[config.mk]
export PLATFORM = sky130hd
export DESIGN_NAME = rdq_dp
export DESIGN_NICKNAME = d
export VERILOG_FILES = /design/src/sv/rdq_pkg.sv /design/src/sv/rdq_dp.sv
export SDC_FILE = /design/constraint.sdc
export NUM_CORES = 2
export LEC_CHECK = 0
export BUFFER_PORTS_ARGS = -buffer_cell sky130_fd_sc_hd__buf_4
export CORE_ASPECT_RATIO = 0.7
export CORE_MARGIN = 2
export CORE_UTILIZATION = 46
export DETAILED_ROUTE_END_ITERATION = 10
export GPL_ROUTABILITY_DRIVEN = 0
export PLACE_DENSITY = 0.74
export RECOVER_POWER = 50
export SLEW_MARGIN = 10
export SYNTH_ARGS = -nofsm -noshare
export SYNTH_HDL_FRONTEND = slang
export SYNTH_SLANG_ARGS = --single-unit
[constraint.sdc]
create_clock -name i_clk -period 10.05 [get_ports i_clk]
set_input_delay 2.01 -clock i_clk [delete_from_list [all_inputs] [get_ports i_clk]]
set_output_delay 2.01 -clock i_clk [all_outputs]
set_load 0.02 [all_outputs]
[src/sv/rdq_pkg.sv]
// Shared types and constants for the ring deque.
`default_nettype none

package rdq_pkg;

    // Word and count widths fixed by the item format
    localparam int WORD_W      = 16;
    localparam int CPW         = 9;
    localparam int MODE_W      = 4;
    localparam int IN_TDATA_W  = 32;
    localparam int OUT_TDATA_W = 32;
    localparam int CNT_MAX     = (1 << CPW) - 1;

    // Operation selector carried on the input tuser
    typedef enum logic [MODE_W-1:0] {
        M_PUSH_HEAD = 4'd0,
        M_PUSH_TAIL = 4'd1,
        M_POP_HEAD  = 4'd2,
        M_POP_TAIL  = 4'd3,
        M_GET_FRONT = 4'd4,
        M_GET_BACK  = 4'd5,
        M_DROP_HEAD = 4'd6,
        M_DROP_TAIL = 4'd7,
        M_CLEAR     = 4'd8,
        M_FILL      = 4'd9
    } t_mode;

    // Controller to datapath
    typedef struct packed {
        logic accept;     // input beat taken, single-cycle part of the op
        logic cfg_we;     // capacity write
        logic rd_done;    // memory read data is ready for the output
        logic fill_step;  // write one zero word during fill
    } t_cmd;

    // Datapath to controller
    typedef struct packed {
        logic need_read;  // current beat reads the store
        logic need_fill;  // current beat is a fill with free slots
        logic fill_last;  // last zero word of a fill
        logic out_free;   // output register free by the next edge
    } t_stat;

endpackage

`default_nettype wire

[src/sv/rdq_dp.sv]
// Ring deque datapath: positions, fill count, word store and output register.
`default_nettype none

module rdq_dp
    import rdq_pkg::*;
#(
    parameter int STORE_DEPTH = 256
) (
    input  wire               i_clk,
    input  wire               i_rst_n,
    input  t_cmd              i_cmd,
    output t_stat             o_stat,
    input  wire  [MODE_W-1:0] i_mode,
    input  wire  [WORD_W-1:0] i_data,
    input  wire  [CPW-1:0]    i_arg,
    input  wire  [CPW-1:0]    i_cfg_data,
    output logic              o_out_valid,
    input  wire               i_out_ready,
    output logic [WORD_W-1:0] o_data,
    output logic [CPW-1:0]    o_done,
    output logic              o_ok
);

    localparam int AW      = (STORE_DEPTH > 1) ? $clog2(STORE_DEPTH) : 1;
    localparam int XW      = (AW > CPW) ? AW : CPW;
    localparam int CAP_MAX = (STORE_DEPTH < CNT_MAX) ? STORE_DEPTH : CNT_MAX;
    localparam int CAP_RST = (STORE_DEPTH < 256) ? STORE_DEPTH : 256;
    localparam logic [CPW-1:0] CAP_MAX_V = CPW'(CAP_MAX);
    localparam logic [CPW-1:0] CAP_RST_V = CPW'(CAP_RST);

    // Ring state
    logic [CPW-1:0] r_cap, r_head, r_tail, r_fill;
    logic [CPW-1:0] n_head, n_tail, n_fill;

    // Fill walk
    logic [CPW-1:0] r_fill_pos, r_fill_left, r_fill_total;
    logic [CPW:0]   w_fpos_p1;
    logic [CPW-1:0] w_fpos_inc;

    // Store
    logic [WORD_W-1:0] r_mem [STORE_DEPTH];
    logic [WORD_W-1:0] r_rd_data;
    logic              r_pend_pop;

    // Output register
    logic              r_out_valid;
    logic [WORD_W-1:0] r_out_data;
    logic [CPW-1:0]    r_out_done;
    logic              r_out_ok;

    t_mode          w_mode;
    logic           w_not_full, w_not_empty, w_in_rng;
    logic [CPW:0]   w_head_p1, w_tail_p1;
    logic [CPW-1:0] w_head_inc, w_head_dec, w_tail_inc, w_tail_dec;
    logic [CPW:0]   w_front_sum, w_back_sum, w_dh_sum, w_dt_sum;
    logic [CPW-1:0] w_front_pos, w_back_pos, w_dh_pos, w_dt_pos;
    logic [CPW-1:0] w_amt, w_free, w_cap_sat;

    // Per-beat decode results
    logic              w_we, w_re, w_need_read, w_need_fill, w_pop;
    logic [CPW-1:0]    w_waddr9, w_raddr9;
    logic [WORD_W-1:0] w_imm_data;
    logic [CPW-1:0]    w_imm_done;
    logic              w_imm_ok;

    logic              w_mem_we;
    logic [CPW-1:0]    w_mem_waddr9;
    logic [WORD_W-1:0] w_mem_wdata;
    logic [XW-1:0]     w_waddr_x, w_raddr_x;
    logic              w_load_imm, w_load_rd, w_load_fill;

    assign w_mode      = t_mode'(i_mode);
    assign w_not_full  = (r_fill < r_cap);
    assign w_not_empty = (r_fill != '0);
    assign w_in_rng    = (i_arg < r_fill);
    assign w_free      = r_cap - r_fill;
    assign w_amt       = w_in_rng ? i_arg : r_fill;

    // Single-step moves around the ring
    assign w_head_p1  = (CPW+1)'(r_head) + (CPW+1)'(1);
    assign w_tail_p1  = (CPW+1)'(r_tail) + (CPW+1)'(1);
    assign w_head_inc = (w_head_p1 == (CPW+1)'(r_cap)) ? '0 : w_head_p1[CPW-1:0];
    assign w_tail_inc = (w_tail_p1 == (CPW+1)'(r_cap)) ? '0 : w_tail_p1[CPW-1:0];
    assign w_head_dec = (r_head == '0) ? (r_cap - CPW'(1)) : (r_head - CPW'(1));
    assign w_tail_dec = (r_tail == '0) ? (r_cap - CPW'(1)) : (r_tail - CPW'(1));

    // Offset positions: every sum stays below twice the capacity
    assign w_front_sum = (CPW+1)'(r_head) + (CPW+1)'(i_arg);
    assign w_back_sum  = (CPW+1)'(r_tail) + (CPW+1)'(r_cap) - (CPW+1)'(1)
                       - (CPW+1)'(i_arg);
    assign w_dh_sum    = (CPW+1)'(r_head) + (CPW+1)'(w_amt);
    assign w_dt_sum    = (CPW+1)'(r_tail) + (CPW+1)'(r_cap) - (CPW+1)'(w_amt);

    assign w_front_pos = (w_front_sum >= (CPW+1)'(r_cap))
                       ? CPW'(w_front_sum - (CPW+1)'(r_cap)) : CPW'(w_front_sum);
    assign w_back_pos  = (w_back_sum >= (CPW+1)'(r_cap))
                       ? CPW'(w_back_sum - (CPW+1)'(r_cap)) : CPW'(w_back_sum);
    assign w_dh_pos    = (w_dh_sum >= (CPW+1)'(r_cap))
                       ? CPW'(w_dh_sum - (CPW+1)'(r_cap)) : CPW'(w_dh_sum);
    assign w_dt_pos    = (w_dt_sum >= (CPW+1)'(r_cap))
                       ? CPW'(w_dt_sum - (CPW+1)'(r_cap)) : CPW'(w_dt_sum);

    // Capacity clamp: zero means one, never above the store
    assign w_cap_sat = (i_cfg_data == '0) ? CPW'(1)
                     : ((i_cfg_data > CAP_MAX_V) ? CAP_MAX_V : i_cfg_data);

    // Operation decode
    always_comb begin
        n_head      = r_head;
        n_tail      = r_tail;
        n_fill      = r_fill;
        w_we        = 1'b0;
        w_re        = 1'b0;
        w_waddr9    = r_tail;
        w_raddr9    = r_head;
        w_need_read = 1'b0;
        w_need_fill = 1'b0;
        w_pop       = 1'b0;
        w_imm_data  = '0;
        w_imm_done  = '0;
        w_imm_ok    = 1'b0;
        case (w_mode)
            M_PUSH_HEAD: begin
                if (w_not_full) begin
                    n_head     = w_head_dec;
                    n_fill     = r_fill + CPW'(1);
                    w_we       = 1'b1;
                    w_waddr9   = w_head_dec;
                    w_imm_done = CPW'(1);
                    w_imm_ok   = 1'b1;
                end
            end
            M_PUSH_TAIL: begin
                if (w_not_full) begin
                    n_tail     = w_tail_inc;
                    n_fill     = r_fill + CPW'(1);
                    w_we       = 1'b1;
                    w_waddr9   = r_tail;
                    w_imm_done = CPW'(1);
                    w_imm_ok   = 1'b1;
                end
            end
            M_POP_HEAD: begin
                if (w_not_empty) begin
                    n_head      = w_head_inc;
                    n_fill      = r_fill - CPW'(1);
                    w_re        = 1'b1;
                    w_raddr9    = r_head;
                    w_need_read = 1'b1;
                    w_pop       = 1'b1;
                end
            end
            M_POP_TAIL: begin
                if (w_not_empty) begin
                    n_tail      = w_tail_dec;
                    n_fill      = r_fill - CPW'(1);
                    w_re        = 1'b1;
                    w_raddr9    = w_tail_dec;
                    w_need_read = 1'b1;
                    w_pop       = 1'b1;
                end
            end
            M_GET_FRONT: begin
                if (w_in_rng) begin
                    w_re        = 1'b1;
                    w_raddr9    = w_front_pos;
                    w_need_read = 1'b1;
                end else begin
                    w_imm_data = i_data;
                end
            end
            M_GET_BACK: begin
                if (w_in_rng) begin
                    w_re        = 1'b1;
                    w_raddr9    = w_back_pos;
                    w_need_read = 1'b1;
                end else begin
                    w_imm_data = i_data;
                end
            end
            M_DROP_HEAD: begin
                n_head     = w_dh_pos;
                n_fill     = r_fill - w_amt;
                w_imm_done = w_amt;
                w_imm_ok   = (i_arg <= r_fill);
            end
            M_DROP_TAIL: begin
                n_tail     = w_dt_pos;
                n_fill     = r_fill - w_amt;
                w_imm_done = w_amt;
                w_imm_ok   = (i_arg <= r_fill);
            end
            M_CLEAR: begin
                n_head   = '0;
                n_tail   = '0;
                n_fill   = '0;
                w_imm_ok = 1'b1;
            end
            M_FILL: begin
                // Ring is marked full at once; the zero words follow
                n_tail      = r_head;
                n_fill      = r_cap;
                w_need_fill = (w_free != '0);
                w_imm_ok    = 1'b1;
            end
            default: begin
            end
        endcase
    end

    // Ring state registers
    always_ff @(posedge i_clk) begin
        if (!i_rst_n) begin
            r_cap  <= CAP_RST_V;
            r_head <= '0;
            r_tail <= '0;
            r_fill <= '0;
        end else if (i_cmd.cfg_we) begin
            r_cap  <= w_cap_sat;
            r_head <= '0;
            r_tail <= '0;
            r_fill <= '0;
        end else if (i_cmd.accept) begin
            r_head <= n_head;
            r_tail <= n_tail;
            r_fill <= n_fill;
        end
    end

    // Fill walk: one zero word per cycle from the old tail
    assign w_fpos_p1  = (CPW+1)'(r_fill_pos) + (CPW+1)'(1);
    assign w_fpos_inc = (w_fpos_p1 == (CPW+1)'(r_cap)) ? '0 : w_fpos_p1[CPW-1:0];

    always_ff @(posedge i_clk) begin
        if (i_cmd.accept && w_need_fill) begin
            r_fill_pos   <= r_tail;
            r_fill_left  <= w_free;
            r_fill_total <= w_free;
        end else if (i_cmd.fill_step) begin
            r_fill_pos  <= w_fpos_inc;
            r_fill_left <= r_fill_left - CPW'(1);
        end
    end

    // Word store, one write and one registered read port
    assign w_mem_we     = (i_cmd.accept && w_we) || i_cmd.fill_step;
    assign w_mem_waddr9 = i_cmd.fill_step ? r_fill_pos : w_waddr9;
    assign w_mem_wdata  = i_cmd.fill_step ? '0 : i_data;
    assign w_waddr_x    = XW'(w_mem_waddr9);
    assign w_raddr_x    = XW'(w_raddr9);

    always_ff @(posedge i_clk) begin
        if (w_mem_we) begin
            r_mem[w_waddr_x[AW-1:0]] <= w_mem_wdata;
        end
    end

    always_ff @(posedge i_clk) begin
        if (i_cmd.accept && w_re) begin
            r_rd_data  <= r_mem[w_raddr_x[AW-1:0]];
            r_pend_pop <= w_pop;
        end
    end

    // Output register
    assign w_load_imm  = i_cmd.accept && !w_need_read && !w_need_fill;
    assign w_load_rd   = i_cmd.rd_done;
    assign w_load_fill = i_cmd.fill_step && (r_fill_left == CPW'(1));

    always_ff @(posedge i_clk) begin
        if (!i_rst_n) begin
            r_out_valid <= 1'b0;
        end else if (w_load_imm || w_load_rd || w_load_fill) begin
            r_out_valid <= 1'b1;
        end else if (i_out_ready) begin
            r_out_valid <= 1'b0;
        end
    end

    always_ff @(posedge i_clk) begin
        if (w_load_imm) begin
            r_out_data <= w_imm_data;
            r_out_done <= w_imm_done;
            r_out_ok   <= w_imm_ok;
        end else if (w_load_rd) begin
            r_out_data <= r_rd_data;
            r_out_done <= CPW'(r_pend_pop);
            r_out_ok   <= 1'b1;
        end else if (w_load_fill) begin
            r_out_data <= '0;
            r_out_done <= r_fill_total;
            r_out_ok   <= 1'b1;
        end
    end

    // Status to the controller
    always_comb begin
        o_stat.need_read = w_need_read;
        o_stat.need_fill = w_need_fill;
        o_stat.fill_last = (r_fill_left == CPW'(1));
        o_stat.out_free  = !r_out_valid || i_out_ready;
    end

    assign o_out_valid = r_out_valid;
    assign o_data      = r_out_data;
    assign o_done      = r_out_done;
    assign o_ok        = r_out_ok;

endmodule

`default_nettype wire

== Yosys cells after proc, flatten, opt, wreduce, memory -nomap -nowiden ==
Memories as Yosys holds them, arrays and structs flattened. A register that Yosys moved wholly into a read port is not among the register bits.
Index checks and enable logic that the tools add are counted.

* Bits in registers: 91
* Latch bits: 0
* RAM bits: 4,096
* Bits in read-only memories: 0
* Input bits: 45
* Output and inout port bits: 31
* Word-level logic and storage cells: 153
* Memories: 1

* Add/subtract/negate cells: 21
* $mul: 0
* Div/mod/pow operators: 0
* Magnitude comparators: 8
* Eq/ne operators: 19
* Shifts and indexed selects: 0
* Muxes and demuxes: 57
* Bitwise logic cells: 1
* Reductions and logical operators: 34

{| class="wikitable"
|+ Memory list
! name !! words !! width !! read ports !! clocked after memory_dff !! wr ports !! RTL line !! text
|-
| r_mem || 256 || 16 || 1 || 1 || 1 || rdq_dp.sv:41 || <nowiki>logic [WORD_W-1:0] r_mem [STORE_DEPTH];</nowiki>
|}

{| class="wikitable"
|+ Operator list
! kind !! count
|-
| two-way mux 9 bit || 23
|-
| two-way mux 16 bit || 6
|-
| one-hot mux 9 bit (5 select lines) || 2
|-
| two-way mux 8 bit || 8
|-
| subtractor 9 x 1 -> 9 bit (second input constant) || 5
|-
| greater-or-equal comparator 10 x 9 -> 1 bit || 4
|-
| one-hot mux 9 bit (4 select lines) || 1
|-
| subtractor 9 bit || 4
|-
| adder 9 x 1 -> 10 bit (second input constant) || 3
|-
| adder 9 x 9 -> 10 bit || 3
|-
| == test 10 x 9 -> 1 bit || 3
|-
| logical NOT 9 bit || 3
|-
| one-hot mux 8 bit (3 select lines) || 1
|-
| subtractor 10 x 9 -> 10 bit || 2
|-
| less-than comparator 9 bit || 2
|-
| one-hot mux 9 bit (2 select lines) || 1
|-
| nonzero test 9 bit || 2
|-
| == test 4 x 3 -> 1 bit (second input constant) || 4
|-
| subtractor 8 bit || 2
|-
| two-way mux 1 bit || 13
|-
| AND reduction 4 bit || 3
|-
| OR reduction 2 bit || 6
|-
| nonzero test 5 bit || 2
|-
| subtractor 10 x 1 -> 10 bit (second input constant) || 1
|-
| other kinds (19) || 36
|}

== Depth between registers and ports, before layout ==
* Depth after elaboration: 9
* Gate-level depth with buffers: 33
* Depth with buffers taken out: 30

== Worst setup path after synthesis ==
OpenSTA, ideal clock, no wires.

* Path kind: input -> register
* From: input port i_cmd[0] (netlist name)
* To: memory r_mem[0][10] (data pin)
* Library setup time: 1.446 ns
* Data arrival time: 8.637 ns
* Required time: 8.604 ns
* Path slack: -0.034 ns
* Cell stages on the path: 3
* Path buffers: 2
* Cell sequence: clkbuf_1 > clkbuf_1 > nor2b_1

* Longest elaborated chain between the ends: 1

{| class="wikitable"
|+ Ends and longest elaborated chain
! what !! RTL line !! text
|-
| from (decl) || rdq_dp.sv:11 || <nowiki>input t_cmd i_cmd,</nowiki>
|-
| two-way mux 16 bit || rdq_dp.sv:248 || <nowiki>assign w_mem_wdata = i_cmd.fill_step ? '0 : i_data;</nowiki>
|-
| net w_mem_wdata[10] || rdq_dp.sv:68 || <nowiki>logic [WORD_W-1:0] w_mem_wdata;</nowiki>
|-
| to (decl) || rdq_dp.sv:41 ||
|}

The timed path passes the listed nets, and every way through them passes these cells.

== Final worst setup path ==
* From: input port i_cmd[0] (netlist name)
* To: memory r_mem[149][13] (data pin)

Same word-level chain as after synthesis.

==> results.md <==
* Status: finished with violations
* Failing checks: design-rule violations, max-capacitance violations, max-slew violations
* P per Cell Area at 192.9 mW/mm^2
* CTS sink cnt at 4203
* Row count at 186
* Net Sw Frac at 23.43%
* Post-synthesis net count at 9509
* Compound-Gate Fraction of Synth Area at around 5%
* Largest net degree at the start of global routing at 201
* Psw at 0.008633 W
* Crit-path cells: clkbuf_1, nor2b_4, clkbuf_1, clkbuf_1
* Top_reg_cell synth: edfxtp_1
* Initial DRC count at 19130
* HPWL Detailed at 317.5 mm
* Clk_lat worst skew at 0.95 ns
* EDFF count, synth at 4166
* Die outline height at 512.7 microns
* Synth area leaders: edfxtp_1 (74%), mux4_2 (9.8%), mux2i_1 (2.5%)
* Die Footprint at ~0.37 sq mm
* Post-synth top cells: edfxtp_1 (4166), mux4_2 (737), nand2_1 (641)
* CTS tree: yes
* HP Class: flip-flop to flip-flop
* Average via count per standard cell at 6.573
* Fin crit share at between 90% and 100%
* Crit Path Class: input port to flip-flop
* Combinational share of power at 8.3%
* Port Buffer Count at 75
* Worst setup EP type: flip-flop
* Vias in the first global route at between 90000 and 100k
* Initial Util at 46.28%
* Post-DRT Antenna Nets at 0
* CP max-delay cell: clkbuf_1
* Core area at 0.3675 sq mm
* Vias at 99050
* CP Data Arrival Time at roughly 9.7 ns
* Post-Synth Simple-Gate Area at 4.569%
* Post-cts hold buffer count at 0
* Post-CTS Resized at 0
* Highest net fanout along the worst path at just under 90
* Cell Area, Synth at 0.1701 sq mm
* Final setup viols at 0
* Adder-Cell Fraction of Synth Area at 0.9756%
* GRT overflow at 0
* Critical Path Max Stage Delay at between 3 and 4 ns
* Async SR Flop Fraction at 0%
* Share of cells above drive strength 1 at 20.31%
* First-pass GRT wire length at ~710 mm
* Initial antenna violation count at 34
* Max Cap Violations at 54
* First-pass DRT Iterations at 11
* Synthesis warning total at 0
* Tot Pwr at roughly 0.037 W
* CTS Buffer Depth at 4
* Sequential area share after synthesis at between 70% and 80%
* Chip Width at 730.7 microns
* Synth Instances at between 9000 and 10000
* Min Hold Slack at 0.5659 ns
* Worst path required time at 10.17 ns
* Final hold vios at 0
* Syn-to-layout area delta at 12.32%
* Maximum clock rate at 104.3 MHz
* Fin. max-slew vios at approximately 4000
* Most frequent cell after synthesis: edfxtp_1
* CP startpoint kind: input port
* Post-synthesis xor/xnor area fraction at 0.7254%
* RSZ-0062 raised after global routing: no
* Worst VDD drop at 0.0001935 V
* P_leak at around 63 nW
* Rel. slew slack at -225.1%
* CP most frequent cell: clkbuf_1
* Top Ports at between 70 and 80
* Synth cell types at between 90 and 100
* Area leader, netlist: edfxtp_1
* #FFs+latches synth at between 4000 and 5000
* Clk root buf: clkbuf_16
* Post-synthesis mux area share at approximately 13%
* Post CTS Setup Buffer Count at 0
* Util after Layout at about half
* Cts bufs inserted at between 300 and 400
* Yosys top cell area share at 73.56%
* GRT Util Overall at 26.31%
* Largest family of logic cells by synthesized area: multiplexers
* Worst Skew at slightly above 0.09 ns
* Clk network pwr share at 38.9%
* Clk pin slew, worst setup/hold paths at 0.07 ns
* Syn Area/Cell at 18.21 sq um
* H-tree Lvls at 5
* P_int at 0.02821 W
* Nets at 10040
* Routed length per placed instance at roughly 34 microns
* Drt total wl at 505.1 mm
* Minimum clock period after layout at 9.585 ns
* Actual slew at the worst max-slew pin at 4.877 ns
* Flop pwr share at 52.8%
* Residual DRC at 16
==> power groups by stage <==
stage	combinational [W]	clock [W]	sequential, W
6_report	0.00307	0.0143	0.0194
5_1_grt	0.00315	0.0150	0.0194
4_1_cts	0.00295	0.0144	0.0194
3_5_place_dp	0.00293	0	0.0198
3_3_place_gp	0.00286	0	0.0198
2_1_floorplan	0.00167	0	0.0198
==> kinds of logic after synthesis <==
kind of cell	after synthesis
flops	4203
simple gates	1782
mux	1237
compound gates	1196
buf+inv	654
xor+xnor	140
fa+ha+maj	126
==> sequential cells by signal, summed over array words and instances, names as in the netlist <==
name and flops:
r_mem 4096, o_ok 1, r_rd_data 16, o_out_valid 1
o_done 9, o_data 16, r_head 9, r_cap 9
r_pend_pop 1, r_tail 9, r_fill_pos 9, r_fill_total 9
r_fill_left 9, r_fill 9
==> layout by cell type (no fill, tap or decap), drive strengths merged, types with 65 or more instances in the layout <==
cell and instances:
buf 630, mux2 65, o21ai 160, inv 119
a21oi 288, o22ai 80, ha 115, xnor2 91
mux2i 433, nand2 642, nand3 203, clkinv 141
mux4 739, nor2 592, o221ai 110, nor3 85
a31oi 72, edfxtp 4166, a211oi 76, clkbuf 533
==> path summary, 6_finish.rpt <==
check / slack [ns] / cells after the start / endpoint / start
hold reg to reg: 0.57 / 2 / r_fill[6] / r_fill[6]
setup reg to reg: 0.94 / 24 / r_rd_data[5] / r_tail[0]
hold / removal: 0.57 / 2 / r_fill[6] / r_fill[6]
setup / recovery: 0.46 / 4 / r_mem[149][13] / i_cmd[0]
==> cell type report <==
| cell class | instances | area (sq um) |
|---|---|---|
| Fill cell | 27920 | 176500 |
| Clock buffer | 451 | 9584 |
| Tap cell | 4888 | 6116 |
| Sequential cell | 4203 | 125800 |
| Clock inverter | 211 | 2241 |
| Inverter | 105 | 394.1 |
| Timing Repair Buffer | 712 | 5737 |
| Antenna cell | 18 | 45.04 |
| Multi-Input combinational cell | 4481 | 41050 |
==> worst max-delay path: cells and delay by family <==
kind	cells	cell delay [ns]
buf+inv	3	7.13
simple gates	1	0.44
==> routing by layer <==
layer  track usage [%]  wire length, microns
met3             11.33                 92160
met4             9.073                 21940
met2             36.54                210100
met5            0.7949                   582
met1             37.02                180300
==> stage by stage <==
stage	setup TNS [ns]	std cells	instance area, sq um	worst slack [ns]
floorplan	-77.69	9338	170100	-0.03372
finish	0	15070	191000	0.4646
global placement	-0.9509	14390	179500	-0.9509
detailed placement	0	14390	179500	0.3536
global route	0	15060	191000	0.3971
CTS	0	15050	191300	1.308
Power figures use the tool's default switching activity.
