File: config.mk
export PLATFORM = sky130hd
export DESIGN_NAME = rdq_ctrl
export DESIGN_NICKNAME = d
export VERILOG_FILES = /design/src/sv/rdq_pkg.sv /design/src/sv/rdq_ctrl.sv
export SDC_FILE = /design/constraint.sdc
export NUM_CORES = 1
export LEC_CHECK = 0
export BUFFER_PORTS_ARGS = -buffer_cell sky130_fd_sc_hd__buf_2
export CAP_MARGIN = 10
export CORE_AREA = 2 2 39 41
export DETAILED_ROUTE_END_ITERATION = 6
export DIE_AREA = 0 0 41 43
export GPL_TIMING_DRIVEN = 0
export MAX_ROUTING_LAYER = met4
export PLACE_DENSITY = 0.38
export SYNTH_ARGS = -nofsm -noshare
export SYNTH_HDL_FRONTEND = slang
export SYNTH_SLANG_ARGS = --single-unit
File: constraint.sdc
create_clock -name i_clk -period 1.37 [get_ports i_clk]
set_clock_uncertainty 0.05 [all_clocks]
set_input_delay 0.0685 -clock i_clk [delete_from_list [all_inputs] [get_ports i_clk]]
set_output_delay 0.0685 -clock i_clk [all_outputs]
set_load 0.02 [all_outputs]
File: src/sv/rdq_pkg.sv
// Shared types and constants for the ring deque.
`default_nettype none

package rdq_pkg;

    // Word and count widths fixed by the item format
    localparam int WORD_W      = 16;
    localparam int CPW         = 9;
    localparam int MODE_W      = 4;
    localparam int IN_TDATA_W  = 32;
    localparam int OUT_TDATA_W = 32;
    localparam int CNT_MAX     = (1 << CPW) - 1;

    // Operation selector carried on the input tuser
    typedef enum logic [MODE_W-1:0] {
        M_PUSH_HEAD = 4'd0,
        M_PUSH_TAIL = 4'd1,
        M_POP_HEAD  = 4'd2,
        M_POP_TAIL  = 4'd3,
        M_GET_FRONT = 4'd4,
        M_GET_BACK  = 4'd5,
        M_DROP_HEAD = 4'd6,
        M_DROP_TAIL = 4'd7,
        M_CLEAR     = 4'd8,
        M_FILL      = 4'd9
    } t_mode;

    // Controller to datapath
    typedef struct packed {
        logic accept;     // input beat taken, single-cycle part of the op
        logic cfg_we;     // capacity write
        logic rd_done;    // memory read data is ready for the output
        logic fill_step;  // write one zero word during fill
    } t_cmd;

    // Datapath to controller
    typedef struct packed {
        logic need_read;  // current beat reads the store
        logic need_fill;  // current beat is a fill with free slots
        logic fill_last;  // last zero word of a fill
        logic out_free;   // output register free by the next edge
    } t_stat;

endpackage

`default_nettype wire

File: src/sv/rdq_ctrl.sv
// Sequencer for the ring deque: idle, memory read and fill walk.
`default_nettype none

module rdq_ctrl
    import rdq_pkg::*;
(
    input  wire   i_clk,
    input  wire   i_rst_n,
    input  wire   i_s_valid,
    input  wire   i_cfg_valid,
    input  t_stat i_stat,
    output t_cmd  o_cmd,
    output logic  o_s_ready,
    output logic  o_cfg_ready
);

    typedef enum logic [1:0] {
        S_IDLE,
        S_READ,
        S_FILL
    } t_state;

    t_state r_state;
    t_state n_state;
    logic   w_idle;

    // A capacity write offered while idle wins over an input beat
    assign w_idle      = (r_state == S_IDLE);
    assign o_s_ready   = w_idle && i_stat.out_free && !i_cfg_valid;
    assign o_cfg_ready = w_idle;

    // Commands to the datapath
    always_comb begin
        o_cmd.accept    = i_s_valid && o_s_ready;
        o_cmd.cfg_we    = i_cfg_valid && w_idle;
        o_cmd.rd_done   = (r_state == S_READ);
        o_cmd.fill_step = (r_state == S_FILL);
    end

    // Next state
    always_comb begin
        n_state = r_state;
        case (r_state)
            S_IDLE: begin
                if (o_cmd.accept && i_stat.need_read) begin
                    n_state = S_READ;
                end else if (o_cmd.accept && i_stat.need_fill) begin
                    n_state = S_FILL;
                end
            end
            S_READ: begin
                n_state = S_IDLE;
            end
            S_FILL: begin
                if (i_stat.fill_last) begin
                    n_state = S_IDLE;
                end
            end
            default: begin
                n_state = S_IDLE;
            end
        endcase
    end

    always_ff @(posedge i_clk) begin
        if (!i_rst_n) begin
            r_state <= S_IDLE;
        end else begin
            r_state <= n_state;
        end
    end

endmodule

`default_nettype wire

### After elaboration in Yosys (flattened, before gate mapping)

Cells that the tools add are included.

| storage, ports and cells | value |
|---|---|
| bits of input ports | 8 |
| bits in registers | 2 |
| logic and storage cells | 18 |

| cells by class | value |
|---|---|
| reduce and logical (&&, ||, !) cells | 9 |
| eq/ne operators | 4 |
| mux-type cells | 4 |

Operators by type and width:

| cell | number |
|---|---|
| $logic_and 1x1->1 | 6 |
| $mux 2 | 3 |
| $pmux 2 s2 | 1 |
| $ne 3x1->1 const B | 1 |
| $eq 2x1->1 const B | 1 |
| $eq 2x2->1 const B | 1 |
| $logic_not 2->1 | 1 |
| $ne 2x2->1 const B | 1 |
| $reduce_and 2->1 | 1 |
| $logic_not 1->1 | 1 |

### Logic depth before layout (Yosys ltp)

Gate-level depths: netlist of the first run.

| logic depth | value |
|---|---|
| word-level depth | 8 |
| mapped depth | 3 |
| gate-level depth less buffers | 3 |

### Least setup slack after synthesis of the first run

Ideal clock, no wire load.

| timing | value |
|---|---|
| kind | register to register |
| start | register r_state[0] |
| end | register r_state[0] |
| arrival time | 1.265 ns |
| slack | -0.005 ns |
| buffers on the path | 0 |
| library setup time | 0.060 ns |
| cell stages (with the launch flop) | 4 |
| cells stage by stage | dfxtp_1 > nor4b_4 > and2_1 > and3_1 |

RTL lines:

| what | line | text |
|---|---|---|
| start: declaration | rdq_ctrl.sv:23 | `t_state r_state;` |
| start signal: assignment | rdq_ctrl.sv:69 | `r_state <= n_state;` |

==> report_table.html, run 1 <==
<table>
<tr><th>Metric</th><th>Value</th></tr>
<tr><th colspan="2">Global routing</th></tr>
<tr><td>Leftover overflow at the end of global routing</td><td>0</td></tr>
<tr><td>Met3 GRT Util</td><td>0.0733</td></tr>
<tr><td>Initial antenna violation count</td><td>0</td></tr>
<tr><td>Number of global-route vias before repair</td><td>146</td></tr>
<tr><td>Busiest metal layer after global routing</td><td>met1</td></tr>
<tr><td>Total Routing Usage GR</td><td>0.0636</td></tr>
<tr><td>Maximum number of pins on one net before global-route repair</td><td>6</td></tr>
<tr><td>Global-route wire length before repair</td><td>641 µm</td></tr>
<tr><td>Met2 global-route usage</td><td>0.0469</td></tr>
<tr><td>Met1 global-route usage</td><td>0.0860</td></tr>
<tr><th colspan="2">Detailed routing</th></tr>
<tr><td>Post-route DRC</td><td>0</td></tr>
<tr><td>Detailed router's first-iteration violation count</td><td>3</td></tr>
<tr><td>Average wire per standard cell</td><td>9.09 µm</td></tr>
<tr><td>Number of detailed-routing iterations run before antenna repair</td><td>3</td></tr>
<tr><td>Via total after detailed routing</td><td>160</td></tr>
<tr><td>Remaining antenna violation count</td><td>0</td></tr>
<tr><td>Vias per Instance</td><td>3.48</td></tr>
<tr><td>Total wire length</td><td>418 µm</td></tr>
<tr><th colspan="2">Hold path</th></tr>
<tr><td>Class of the worst hold path</td><td>in -&gt; reg</td></tr>
<tr><td>End of the worst hold path</td><td>r_state[0]$_SDFFE_PN0P_</td></tr>
<tr><td>Start point of the worst hold path</td><td>i_rst_n</td></tr>
<tr><td>Hold depth</td><td>2</td></tr>
<tr><th colspan="2">Clock network</th></tr>
<tr><td>Deepest clock path buffer count</td><td>2</td></tr>
<tr><td>Number of buffers inserted during clock tree synthesis</td><td>3</td></tr>
<tr><td>Clock network latency to the later pin of the worst-skew pair</td><td>0.22 ns</td></tr>
<tr><td>Clock transition at the registers of the reported paths</td><td>0.03 ns</td></tr>
<tr><td>Hold-fix buffer count after cts</td><td>0</td></tr>
<tr><td>Clock tree root buffer cell</td><td>sky130_fd_sc_hd__clkbuf_4</td></tr>
<tr><td>Maximum level of the CTS H-tree</td><td>1</td></tr>
<tr><td>Clk sinks</td><td>2</td></tr>
<tr><td>CTS tree</td><td>done</td></tr>
<tr><th colspan="2">Timing</th></tr>
<tr><td>Time the worst path needs with I/O delays and setup</td><td>1.31 ns</td></tr>
<tr><td>Max-slew violation count</td><td>0</td></tr>
<tr><td>Final Cycle Share</td><td>0.958</td></tr>
<tr><td>Slew Limit Headroom</td><td>0.848</td></tr>
<tr><td>Hold Fails Final Rpt</td><td>0</td></tr>
<tr><td>Final setup viols</td><td>0</td></tr>
<tr><td>Highest clock frequency the design can meet</td><td>0.762 GHz</td></tr>
<tr><td>Transition at the pin with the smallest max-transition slack</td><td>0.228 ns</td></tr>
<tr><th colspan="2">Setup path</th></tr>
<tr><td>Startpoint kind of the worst setup timing path</td><td>register</td></tr>
<tr><td>Critical path's slowest cell</td><td>sky130_fd_sc_hd__dfxtp_1</td></tr>
<tr><td>Launch instance of the worst register-to-register path</td><td>r_state[1]$_SDFFE_PN0P_</td></tr>
<tr><td>Worst setup EP type</td><td>output port</td></tr>
<tr><td>Worst reg-to-reg path cell count</td><td>4</td></tr>
<tr><td>Critical path buffer and inverter count</td><td>1</td></tr>
<tr><td>Setup Crit Path Kind</td><td>reg -&gt; out</td></tr>
<tr><td>Critical path data arrival time</td><td>1.19 ns</td></tr>
<tr><td>Family with the most delay on the worst path</td><td>simple AND/OR/NAND/NOR gates</td></tr>
<tr><td>Worst reg2reg endpoint</td><td>r_state[1]$_SDFFE_PN0P_</td></tr>
<tr><td>Data required time at the worst endpoint</td><td>1.25 ns</td></tr>
<tr><td>Slack of the worst reg-to-reg path</td><td>0.15 ns</td></tr>
<tr><td>Cell-by-cell trace of the critical path</td><td>nor4b_4 -&gt; and2_1 -&gt; buf_4</td></tr>
<tr><td>Crit-path max FO</td><td>5</td></tr>
<tr><td>Delay of the slowest cell on the worst path</td><td>0.36 ns</td></tr>
<tr><th colspan="2">Synth</th></tr>
<tr><td>Sequential share of the synthesized area</td><td>0.317</td></tr>
<tr><td>Number of synthesized register bits</td><td>2</td></tr>
<tr><td>YS warnings</td><td>0</td></tr>
<tr><td>Syn_area_per_cell</td><td>9.72 µm²</td></tr>
<tr><td>Gate count of the mapped netlist</td><td>13</td></tr>
<tr><td>Summed instance area of the synthesized netlist</td><td>126 µm²</td></tr>
<tr><td>Net Count, Synth</td><td>21</td></tr>
<tr><td>Count of different cell masters after synthesis</td><td>10</td></tr>
<tr><th colspan="2">Final layout</th></tr>
<tr><td>Post-layout net count</td><td>40</td></tr>
<tr><td>Area growth from synthesis to layout</td><td>93.1%</td></tr>
<tr><td>Share of cells above drive strength 1</td><td>0.600</td></tr>
<tr><td>Largest register by flop count</td><td>r_state</td></tr>
<tr><td>Final std cells w/o fill</td><td>46</td></tr>
<tr><td>Final Core Density</td><td>0.176</td></tr>
<tr><td>Max reg flops</td><td>2</td></tr>
<tr><td>Top Registers</td><td>r_state x2</td></tr>
<tr><td>Count of inserted antenna diode cells</td><td>0</td></tr>
<tr><th colspan="2">Power and ir drop</th></tr>
<tr><td>Max VDD drop</td><td>0.539 mV</td></tr>
<tr><td>Pwr per Cell Area</td><td>950 nW/µm²</td></tr>
<tr><td>PnR Total Power</td><td>232 µW</td></tr>
<tr><td>Static leakage</td><td>0.000130 µW</td></tr>
<tr><th colspan="2">Floorplanning</th></tr>
<tr><td>Total Die Area</td><td>1760 µm²</td></tr>
<tr><td># IOs</td><td>14</td></tr>
<tr><td>Core region area</td><td>1380 µm²</td></tr>
<tr><td>Vertical extent of the die</td><td>43 µm</td></tr>
<tr><td>Width of the die</td><td>41 µm</td></tr>
<tr><td>Initial Utilization</td><td>0.0913</td></tr>
<tr><td>Standard-cell rows</td><td>14</td></tr>
<tr><th colspan="2">Run status</th></tr>
<tr><td>Run status</td><td>finished, final reports clean</td></tr>
<tr><th colspan="2">Placement</th></tr>
<tr><td>Placer congestion estimate</td><td>0.603</td></tr>
<tr><td>Number of instances in the placed design</td><td>42</td></tr>
<tr><td>Number of port buffers</td><td>13</td></tr>
<tr><th colspan="2">Job</th></tr>
<tr><td>Max-cap check violation count</td><td>0</td></tr>
</table>
==> kinds of logic after synthesis <==
family / count (synthesis) / share of synthesized area
buf+inv: 1 / 0.0297
simple gates: 9 / 0.584
flops: 2 / 0.317
compound gates: 1 / 0.0693
==> power breakdown <==
part           switching, µW  leakage [µW]  internal, µW
Sequential              1.59     0.0000162          59.6
Combinational           19.4      0.000100          20.9
Clock                   33.7     0.0000138          96.6
Total                   54.6      0.000130           177
==> cells in the final DEF, fill, tap and decap left out, drive strengths merged <==
cell    Yosys  final
and2        2      2
nor3b       1      1
inv         1      1
nor2        1      1
clkbuf      0      3
nor2b       2      2
dfxtp       2      2
and2b       1      1
a41oi       1      1
and3        1      1
buf         0     14
nor4b       1      1
==> timing repair <==
| item | in CTS | in global routing |
|---|---|---|
| buffers inserted | 0 | 1 |
| gates resized for setup | 0 | 1 |
| endpoints found under the setup margin | 0 | 1 |
==> final cells by class <==
class / instances / area [µm²]
Fill cell: 162 / 1140
Multi-Input combinational cell: 10 / 82.6
Timing Repair Buffer: 14 / 75.1
Sequential cell: 2 / 40.0
Clock buffer: 3 / 22.5
Tap cell: 16 / 20.0
Inverter: 1 / 3.75
==> worst reg2reg max path: stages (launching register included) <==
cell,delay (ns)
sky130_fd_sc_hd__dfxtp_1,0.36
sky130_fd_sc_hd__nor4b_4,0.30
sky130_fd_sc_hd__buf_4,0.15
sky130_fd_sc_hd__a41oi_1,0.11
sky130_fd_sc_hd__nor3b_1,0.17
==> metrics by stage <==
stage	area, µm²	setup slack (ns)	hold WS (ns)	setup TNS, ns
detailed placement	211	0.246	0.274	0
global placement	211	0.228	0.275	0
global route	244	-0.00284	0.0536	-0.00284
CTS	234	0.0119	0.0471	0
finish	244	0.0573	0.0518	0
floorplan	126	0.0138	0.128	0
==> worst max path at each step <==
stage,from,end,slack (ns),cells past startpoint
CTS,r_state[1]$_SDFFE_PN0P_,o_cmd[3],0.01,3
floorplan,r_state[1]$_SDFFE_PN0P_,r_state[0]$_SDFFE_PN0P_,0.01,3
global route,r_state[1]$_SDFFE_PN0P_,o_cmd[3],-0.003,3
detailed placement,r_state[1]$_SDFFE_PN0P_,r_state[1]$_SDFFE_PN0P_,0.25,3
global placement,r_state[1]$_SDFFE_PN0P_,o_cmd[3],0.23,3
finish,r_state[1]$_SDFFE_PN0P_,o_cmd[3],0.06,3
==> metal layers <==
metal | part of all wire | vias to the layer above
met5 | 0 | -
met4 | 0 | 0
met3 | 0.23 | 0
met2 | 0.25 | 16
met1 | 0.51 | 64
li1 | - | 80
==> synth_stat cells, drive strengths merged <==
cell   number  area, µm²
and2        2       12.5
dfxtp       2       40.0
nor2b       2       12.5
a41oi       1       8.76
and2b       1       7.51
and3        1       6.26
inv         1       3.75
nor2        1       3.75
nor3b       1       7.51
nor4b       1       23.8
Note: power is estimated with default switching activity, not from simulation.
==> run 2: changes to the inputs <==
==> constraint.sdc (replaced) <==
create_clock -name i_clk -period 1.4 [get_ports i_clk]
set_clock_uncertainty 0.05 [all_clocks]
set_input_delay 0.07 -clock i_clk [delete_from_list [all_inputs] [get_ports i_clk]]
set_output_delay 0.07 -clock i_clk [all_outputs]
set_load 0.005 [all_outputs]
==> run 2 against run 1 <==
Hold slack lost 0.018 ns. Core utilization shrank 0.72 points. Register-to-register slack gained 0.14 ns. Via count shrank 5.0%. Critical path type unchanged. Largest power group unchanged.
==> report_table.html, run 2 (synthesized netlist as in run 1, its figures left out) <==
<table>
<tr><th>Metric</th><th>Value</th></tr>
<tr><th colspan="2">Setup path</th></tr>
<tr><td>Critical path's slowest cell</td><td>sky130_fd_sc_hd__dfxtp_1</td></tr>
<tr><td>Critical path data arrival time</td><td>1.18 ns</td></tr>
<tr><td>Cell-by-cell trace of the critical path</td><td>nor4b_4 -&gt; and2_1 -&gt; buf_2</td></tr>
<tr><td>Slack of the worst reg-to-reg path</td><td>0.29 ns</td></tr>
<tr><td>Startpoint kind of the worst setup timing path</td><td>register</td></tr>
<tr><td>Setup Crit Path Kind</td><td>reg -&gt; out</td></tr>
<tr><td>Crit-path max FO</td><td>5</td></tr>
<tr><td>Delay of the slowest cell on the worst path</td><td>0.35 ns</td></tr>
<tr><td>Data required time at the worst endpoint</td><td>1.28 ns</td></tr>
<tr><td>Worst setup EP type</td><td>output port</td></tr>
<tr><th colspan="2">Timing</th></tr>
<tr><td>RSZ-0062 raised after global routing</td><td>no</td></tr>
<tr><td>Final-layout worst hold slack</td><td>0.0337 ns</td></tr>
<tr><td>Final setup viols</td><td>0</td></tr>
<tr><td>Slew Limit Headroom</td><td>0.844</td></tr>
<tr><td>Worst setup margin</td><td>0.0956 ns</td></tr>
<tr><td>Max-slew violation count</td><td>0</td></tr>
<tr><td>Hold Fails Final Rpt</td><td>0</td></tr>
<tr><td>Sum Neg Setup Slack</td><td>0 ns</td></tr>
<tr><td>Time the worst path needs with I/O delays and setup</td><td>1.30 ns</td></tr>
<tr><td>Highest clock frequency the design can meet</td><td>0.767 GHz</td></tr>
<tr><td>Transition at the pin with the smallest max-transition slack</td><td>0.232 ns</td></tr>
<tr><td>Final Cycle Share</td><td>0.932</td></tr>
<tr><th colspan="2">Final layout</th></tr>
<tr><td>Post-layout net count</td><td>39</td></tr>
<tr><td>Final Core Density</td><td>0.169</td></tr>
<tr><td>Area growth from synthesis to layout</td><td>85.1%</td></tr>
<tr><td>Most frequent cells in the layout</td><td>sky130_fd_sc_hd__buf_2, sky130_fd_sc_hd__clkbuf_4, sky130_fd_sc_hd__and2_1, sky130_fd_sc_hd__nor2b_1, sky130_fd_sc_hd__dfxtp_1</td></tr>
<tr><td>Count of inserted antenna diode cells</td><td>0</td></tr>
<tr><td>Final std cells w/o fill</td><td>45</td></tr>
<tr><td>Top Registers</td><td>r_state x2</td></tr>
<tr><td>Share of cells above drive strength 1</td><td>0.586</td></tr>
<tr><td>Max reg flops</td><td>2</td></tr>
<tr><td>Largest register by flop count</td><td>r_state</td></tr>
<tr><td>Most common library cell in the layout ignoring fill and taps</td><td>sky130_fd_sc_hd__buf_2</td></tr>
<tr><th colspan="2">Floorplanning</th></tr>
<tr><td># IOs</td><td>14</td></tr>
<tr><td>Vertical extent of the die</td><td>43 µm</td></tr>
<tr><td>Width of the die</td><td>41 µm</td></tr>
<tr><td>Initial Utilization</td><td>0.0913</td></tr>
<tr><td>Core region area</td><td>1380 µm²</td></tr>
<tr><td>Standard-cell rows</td><td>14</td></tr>
<tr><td>Total Die Area</td><td>1760 µm²</td></tr>
<tr><th colspan="2">Power and ir drop</th></tr>
<tr><td>Static leakage</td><td>0.000125 µW</td></tr>
<tr><td>Max VDD drop</td><td>0.311 mV</td></tr>
<tr><td>Pwr per Cell Area</td><td>931 nW/µm²</td></tr>
<tr><th colspan="2">Global routing</th></tr>
<tr><td>Total Routing Usage GR</td><td>0.0554</td></tr>
<tr><td>Maximum number of pins on one net before global-route repair</td><td>6</td></tr>
<tr><td>Leftover overflow at the end of global routing</td><td>0</td></tr>
<tr><td>Initial antenna violation count</td><td>0</td></tr>
<tr><td>Global-route wire length before repair</td><td>545 µm</td></tr>
<tr><td>Number of global-route vias before repair</td><td>154</td></tr>
<tr><th colspan="2">Detailed routing</th></tr>
<tr><td>Detailed router's first-iteration violation count</td><td>1</td></tr>
<tr><td>Total wire length</td><td>387 µm</td></tr>
<tr><td>Via total after detailed routing</td><td>152</td></tr>
<tr><td>Remaining antenna violation count</td><td>0</td></tr>
<tr><td>Vias per Instance</td><td>3.38</td></tr>
<tr><td>Number of detailed-routing iterations run before antenna repair</td><td>2</td></tr>
<tr><td>Post-route DRC</td><td>0</td></tr>
<tr><td>Average wire per standard cell</td><td>8.60 µm</td></tr>
<tr><th colspan="2">Clock network</th></tr>
<tr><td>Clk sinks</td><td>2</td></tr>
<tr><td>Number of buffers inserted during clock tree synthesis</td><td>3</td></tr>
<tr><td>Hold-fix buffer count after cts</td><td>0</td></tr>
<tr><td>Maximum level of the CTS H-tree</td><td>1</td></tr>
<tr><td>Clock network latency to the later pin of the worst-skew pair</td><td>0.22 ns</td></tr>
<tr><td>Post-CTS Setup Repair Bufs</td><td>0</td></tr>
<tr><td>Clock transition at the registers of the reported paths</td><td>0.03 ns</td></tr>
<tr><td>Deepest clock path buffer count</td><td>2</td></tr>
<tr><td>CTS tree</td><td>done</td></tr>
<tr><td>Count of cells resized by post-cts repair</td><td>0</td></tr>
<tr><td>Clock tree root buffer cell</td><td>sky130_fd_sc_hd__clkbuf_4</td></tr>
<tr><th colspan="2">Hold path</th></tr>
<tr><td>Class of the worst hold path</td><td>in -&gt; reg</td></tr>
<tr><th colspan="2">Placement</th></tr>
<tr><td>Sum of net half-perimeters after detailed placement</td><td>312 µm</td></tr>
<tr><td>Placement Setup Slack</td><td>0.249 ns</td></tr>
<tr><td>Placer congestion estimate</td><td>0.624</td></tr>
<tr><td>Number of instances in the placed design</td><td>42</td></tr>
<tr><td>Number of port buffers</td><td>13</td></tr>
<tr><th colspan="2">Job</th></tr>
<tr><td>Max-cap check violation count</td><td>0</td></tr>
<tr><th colspan="2">Run status</th></tr>
<tr><td>Run status</td><td>finished, final reports clean</td></tr>
</table>
run 2: cell count changes in the layout (fill, tap and decap cells not counted):
cell / delta
sky130_fd_sc_hd__buf_2: +1
sky130_fd_sc_hd__buf_4: -2
run 2: final cells by class:
| cell class | count | area, µm² |
|---|---|---|
| clock buffer | 3 | 22.5 |
| sequential | 2 | 40.0 |
| multi-input combinational | 10 | 82.6 |
| inverter | 1 | 3.75 |
| fill | 159 | 1150 |
| tap | 16 | 20.0 |
| timing repair buffer | 13 | 65.1 |
run 2: report_power, final:
group	total, µW	switching, µW	internal (µW)
logic	28.6	10.7	17.9
registers	59.8	1.43	58.4
clock network	129	34.7	94.7
run 2: through the flow:
stage          instance area, µm²  total power (µW)
6_report                      234               218
5_1_grt                       234               232
3_3_place_gp                  211              89.6
3_5_place_dp                  211              89.2
2_1_floorplan                 126              70.9
4_1_cts                       234               228
run 2: path summary, 6_finish.rpt:
path,startpoint,end,depth (start not counted)
worst max-delay path,r_state[1]$_SDFFE_PN0P_,o_cmd[3],3
worst min-delay path,i_stat[3],r_state[0]$_SDFFE_PN0P_,2
worst max register to register,r_state[1]$_SDFFE_PN0P_,r_state[1]$_SDFFE_PN0P_,3
worst min register to register,r_state[0]$_SDFFE_PN0P_,r_state[1]$_SDFFE_PN0P_,1
run 2: metal layers:
metal	routed length (µm)	global-route usage
met4	15	0.100
met2	107	0.0500
met3	83	0.0157
met5	0	-
met1	180	0.0637
run 2: worst max-delay path, delay by kind of cell, from the launching register on:
family | cells | cell delay (ns)
and+or+nand+nor | 2 | 0.49
DFF | 1 | 0.35
buffers and inverters | 1 | 0.12
==> run 3: changes to the inputs <==
--- a/config.mk
+++ b/config.mk
@@ -7,12 +7,15 @@
 export LEC_CHECK = 0
 export BUFFER_PORTS_ARGS = -buffer_cell sky130_fd_sc_hd__buf_2
 export CAP_MARGIN = 10
+export CELL_PAD_IN_SITES_DETAIL_PLACEMENT = 0
+export CELL_PAD_IN_SITES_GLOBAL_PLACEMENT = 1
 export CORE_AREA = 2 2 39 41
 export DETAILED_ROUTE_END_ITERATION = 6
 export DIE_AREA = 0 0 41 43
 export GPL_TIMING_DRIVEN = 0
 export MAX_ROUTING_LAYER = met4
-export PLACE_DENSITY = 0.38
+export PLACE_DENSITY = 0.48
+export REMOVE_ABC_BUFFERS = 1
 export SYNTH_ARGS = -nofsm -noshare
 export SYNTH_HDL_FRONTEND = slang
 export SYNTH_SLANG_ARGS = --single-unit
==> run 3 against run 2 <==
Critical path depth did not move. Setup slack improved by 0.0048 ns. Wire length rose by 12%. Flip-flop and latch count did not move. Clock-buffer cell count did not move. Largest cell class unchanged. Via count fell by 0.66%. Critical path type unchanged. Register-to-register slack got worse by 0.11 ns. Hold slack improved by 0.016 ns. Combinational power rose by 9.1%. Sequential power barely moved.
==> report_table.html, run 3 (synthesized netlist as in run 1, its figures left out) <==
<table>
<tr><th>Metric</th><th>Value</th></tr>
<tr><th colspan="2">Run status</th></tr>
<tr><td>Run status</td><td>finished, final reports clean</td></tr>
<tr><th colspan="2">Global routing</th></tr>
<tr><td>Global-route wire length before repair</td><td>600 µm</td></tr>
<tr><td>Total Routing Usage GR</td><td>0.0615</td></tr>
<tr><td>Maximum number of pins on one net before global-route repair</td><td>6</td></tr>
<tr><td>Number of global-route vias before repair</td><td>164</td></tr>
<tr><td>Leftover overflow at the end of global routing</td><td>0</td></tr>
<tr><td>Initial antenna violation count</td><td>0</td></tr>
<tr><th colspan="2">Hold path</th></tr>
<tr><td>Hold depth</td><td>2</td></tr>
<tr><td>Start point of the worst hold path</td><td>i_rst_n</td></tr>
<tr><td>Class of the worst hold path</td><td>in -&gt; reg</td></tr>
<tr><td>End of the worst hold path</td><td>r_state[0]$_SDFFE_PN0P_</td></tr>
<tr><th colspan="2">Final layout</th></tr>
<tr><td>Area growth from synthesis to layout</td><td>91.1%</td></tr>
<tr><td>Largest register by flop count</td><td>r_state</td></tr>
<tr><td>Final std cells w/o fill</td><td>46</td></tr>
<tr><td>Most common library cell in the layout ignoring fill and taps</td><td>sky130_fd_sc_hd__buf_2</td></tr>
<tr><td>FF/Latch Area</td><td>40.0 µm²</td></tr>
<tr><td>Final Core Density</td><td>0.175</td></tr>
<tr><td>Area of the multi-input gates</td><td>82.6 µm²</td></tr>
<tr><td>Post-layout net count</td><td>40</td></tr>
<tr><td>Most frequent cells in the layout</td><td>sky130_fd_sc_hd__buf_2, sky130_fd_sc_hd__clkbuf_4, sky130_fd_sc_hd__and2_1, sky130_fd_sc_hd__nor2b_1, sky130_fd_sc_hd__dfxtp_1</td></tr>
<tr><td>Top Registers</td><td>r_state x2</td></tr>
<tr><td>Count of inserted antenna diode cells</td><td>0</td></tr>
<tr><td>Max reg flops</td><td>2</td></tr>
<tr><td>Fill cell instance count of the final layout</td><td>164</td></tr>
<tr><td>Share of cells above drive strength 1</td><td>0.600</td></tr>
<tr><th colspan="2">Setup path</th></tr>
<tr><td>Cell-by-cell trace of the critical path</td><td>nor4b_4 -&gt; and2_1 -&gt; buf_2</td></tr>
<tr><td>Family with the most delay on the worst path</td><td>simple AND/OR/NAND/NOR gates</td></tr>
<tr><td>Worst reg-to-reg path cell count</td><td>4</td></tr>
<tr><td>Crit-path max FO</td><td>5</td></tr>
<tr><td>Data required time at the worst endpoint</td><td>1.28 ns</td></tr>
<tr><td>Critical path's slowest cell</td><td>sky130_fd_sc_hd__dfxtp_1</td></tr>
<tr><td>Setup Crit Path Kind</td><td>reg -&gt; out</td></tr>
<tr><td>Startpoint kind of the worst setup timing path</td><td>register</td></tr>
<tr><td>Worst setup EP type</td><td>output port</td></tr>
<tr><td>Slack of the worst reg-to-reg path</td><td>0.18 ns</td></tr>
<tr><td>Worst reg2reg endpoint</td><td>r_state[1]$_SDFFE_PN0P_</td></tr>
<tr><td>Delay of the slowest cell on the worst path</td><td>0.35 ns</td></tr>
<tr><td>Number of cells on the critical path</td><td>3</td></tr>
<tr><td>Launch instance of the worst register-to-register path</td><td>r_state[1]$_SDFFE_PN0P_</td></tr>
<tr><td>Critical path buffer and inverter count</td><td>1</td></tr>
<tr><td>Critical path data arrival time</td><td>1.18 ns</td></tr>
<tr><th colspan="2">Detailed routing</th></tr>
<tr><td>Number of detailed-routing iterations run before antenna repair</td><td>2</td></tr>
<tr><td>Remaining antenna violation count</td><td>0</td></tr>
<tr><td>Total wire length</td><td>432 µm</td></tr>
<tr><td>Vias per Instance</td><td>3.28</td></tr>
<tr><td>Via total after detailed routing</td><td>151</td></tr>
<tr><td>Post-route DRC</td><td>0</td></tr>
<tr><td>Detailed router's first-iteration violation count</td><td>3</td></tr>
<tr><td>Average wire per standard cell</td><td>9.39 µm</td></tr>
<tr><th colspan="2">Floorplanning</th></tr>
<tr><td>Core region area</td><td>1380 µm²</td></tr>
<tr><td>Width of the die</td><td>41 µm</td></tr>
<tr><td># IOs</td><td>14</td></tr>
<tr><td>Initial Utilization</td><td>0.0913</td></tr>
<tr><td>Vertical extent of the die</td><td>43 µm</td></tr>
<tr><td>Standard-cell rows</td><td>14</td></tr>
<tr><td>Total Die Area</td><td>1760 µm²</td></tr>
<tr><th colspan="2">Timing</th></tr>
<tr><td>RSZ-0062 raised after global routing</td><td>no</td></tr>
<tr><td>Final setup viols</td><td>0</td></tr>
<tr><td>Highest clock frequency the design can meet</td><td>0.769 GHz</td></tr>
<tr><td>Slew Limit Headroom</td><td>0.840</td></tr>
<tr><td>Final Cycle Share</td><td>0.928</td></tr>
<tr><td>Worst setup margin</td><td>0.100 ns</td></tr>
<tr><td>Transition at the pin with the smallest max-transition slack</td><td>0.239 ns</td></tr>
<tr><td>Sum Neg Setup Slack</td><td>0 ns</td></tr>
<tr><td>Max-slew violation count</td><td>0</td></tr>
<tr><td>Time the worst path needs with I/O delays and setup</td><td>1.30 ns</td></tr>
<tr><td>Hold Fails Final Rpt</td><td>0</td></tr>
<tr><th colspan="2">Clock network</th></tr>
<tr><td>CTS tree</td><td>done</td></tr>
<tr><td>Deepest clock path buffer count</td><td>2</td></tr>
<tr><td>Clock transition at the registers of the reported paths</td><td>0.03 ns</td></tr>
<tr><td>Clk sinks</td><td>2</td></tr>
<tr><td>Clock network latency to the later pin of the worst-skew pair</td><td>0.22 ns</td></tr>
<tr><td>Clock tree root buffer cell</td><td>sky130_fd_sc_hd__clkbuf_4</td></tr>
<tr><td>Maximum level of the CTS H-tree</td><td>1</td></tr>
<tr><td>Number of buffers inserted during clock tree synthesis</td><td>3</td></tr>
<tr><th colspan="2">Job</th></tr>
<tr><td>Max-cap check violation count</td><td>0</td></tr>
<tr><th colspan="2">Power and ir drop</th></tr>
<tr><td>Pwr per Cell Area</td><td>911 nW/µm²</td></tr>
<tr><td>PnR Total Power</td><td>220 µW</td></tr>
<tr><td>Static leakage</td><td>0.000130 µW</td></tr>
<tr><td>Max VDD drop</td><td>0.153 mV</td></tr>
<tr><th colspan="2">Placement</th></tr>
<tr><td>Number of instances in the placed design</td><td>42</td></tr>
<tr><td>Placer congestion estimate</td><td>0.542</td></tr>
<tr><td>Placement Setup Slack</td><td>0.263 ns</td></tr>
<tr><td>Sum of net half-perimeters after detailed placement</td><td>351 µm</td></tr>
<tr><td>Number of port buffers</td><td>13</td></tr>
</table>
## run 3: final cells by class
type,count,area share
clock buffers,3,0.0933
inverters,1,0.0155
multi-input cells,10,0.342
flip-flops and latches,2,0.166
well taps,16,0.0829
repair buffers,14,0.301
## run 3: per-layer routing
layer / vias up / share of wire / GRT usage
met5: - / 0 / -
met2: 14 / 0.35 / 0.0625
met4: 0 / 0 / 0.0800
met1: 57 / 0.47 / 0.0605
li1: 80 / - / -
met3: 0 / 0.17 / 0.0471
## run 3: worst max path at each step
stage,slack (ns),from,end
after global placement,0.31,r_state[0]$_SDFFE_PN0P_,r_state[1]$_SDFFE_PN0P_
after detailed placement,0.26,r_state[0]$_SDFFE_PN0P_,r_state[1]$_SDFFE_PN0P_
after CTS,0.06,r_state[0]$_SDFFE_PN0P_,o_cmd[3]
final,0.10,r_state[1]$_SDFFE_PN0P_,o_cmd[3]
after floorplan,0.31,r_state[0]$_SDFFE_PN0P_,r_state[0]$_SDFFE_PN0P_
after global routing,0.02,r_state[1]$_SDFFE_PN0P_,o_cmd[3]
## run 3: worst reg2reg max path, stage by stage (launching register included)
cell and delay (ns):
sky130_fd_sc_hd__dfxtp_1 0.35, sky130_fd_sc_hd__nor4b_4 0.30, sky130_fd_sc_hd__buf_4 0.15, sky130_fd_sc_hd__a41oi_1 0.10, sky130_fd_sc_hd__nor3b_1 0.17
## run 3: through the flow
| step | instance area, µm² | hold WS, ns |
|---|---|---|
| after floorplan | 126 | 0.117 |
| after global placement | 211 | 0.266 |
| after detailed placement | 211 | 0.278 |
| after CTS | 234 | 0.0392 |
| after global routing | 241 | 0.0429 |
| final | 241 | 0.0494 |
## run 3: repair_timing
item,in CTS,in global routing
buffers inserted,0,1
endpoints found under the setup margin,0,1
gates resized for setup,0,0
hold buffers,0,0
## run 3: power by group
| group | switching, µW | total [µW] | internal (µW) |
|---|---|---|---|
| sequential | 1.42 | 59.7 | 58.3 |
| clock | 34.4 | 129 | 94.8 |
| combinational | 11.5 | 31.2 | 19.7 |
| total | 47.2 | 220 | 173 |
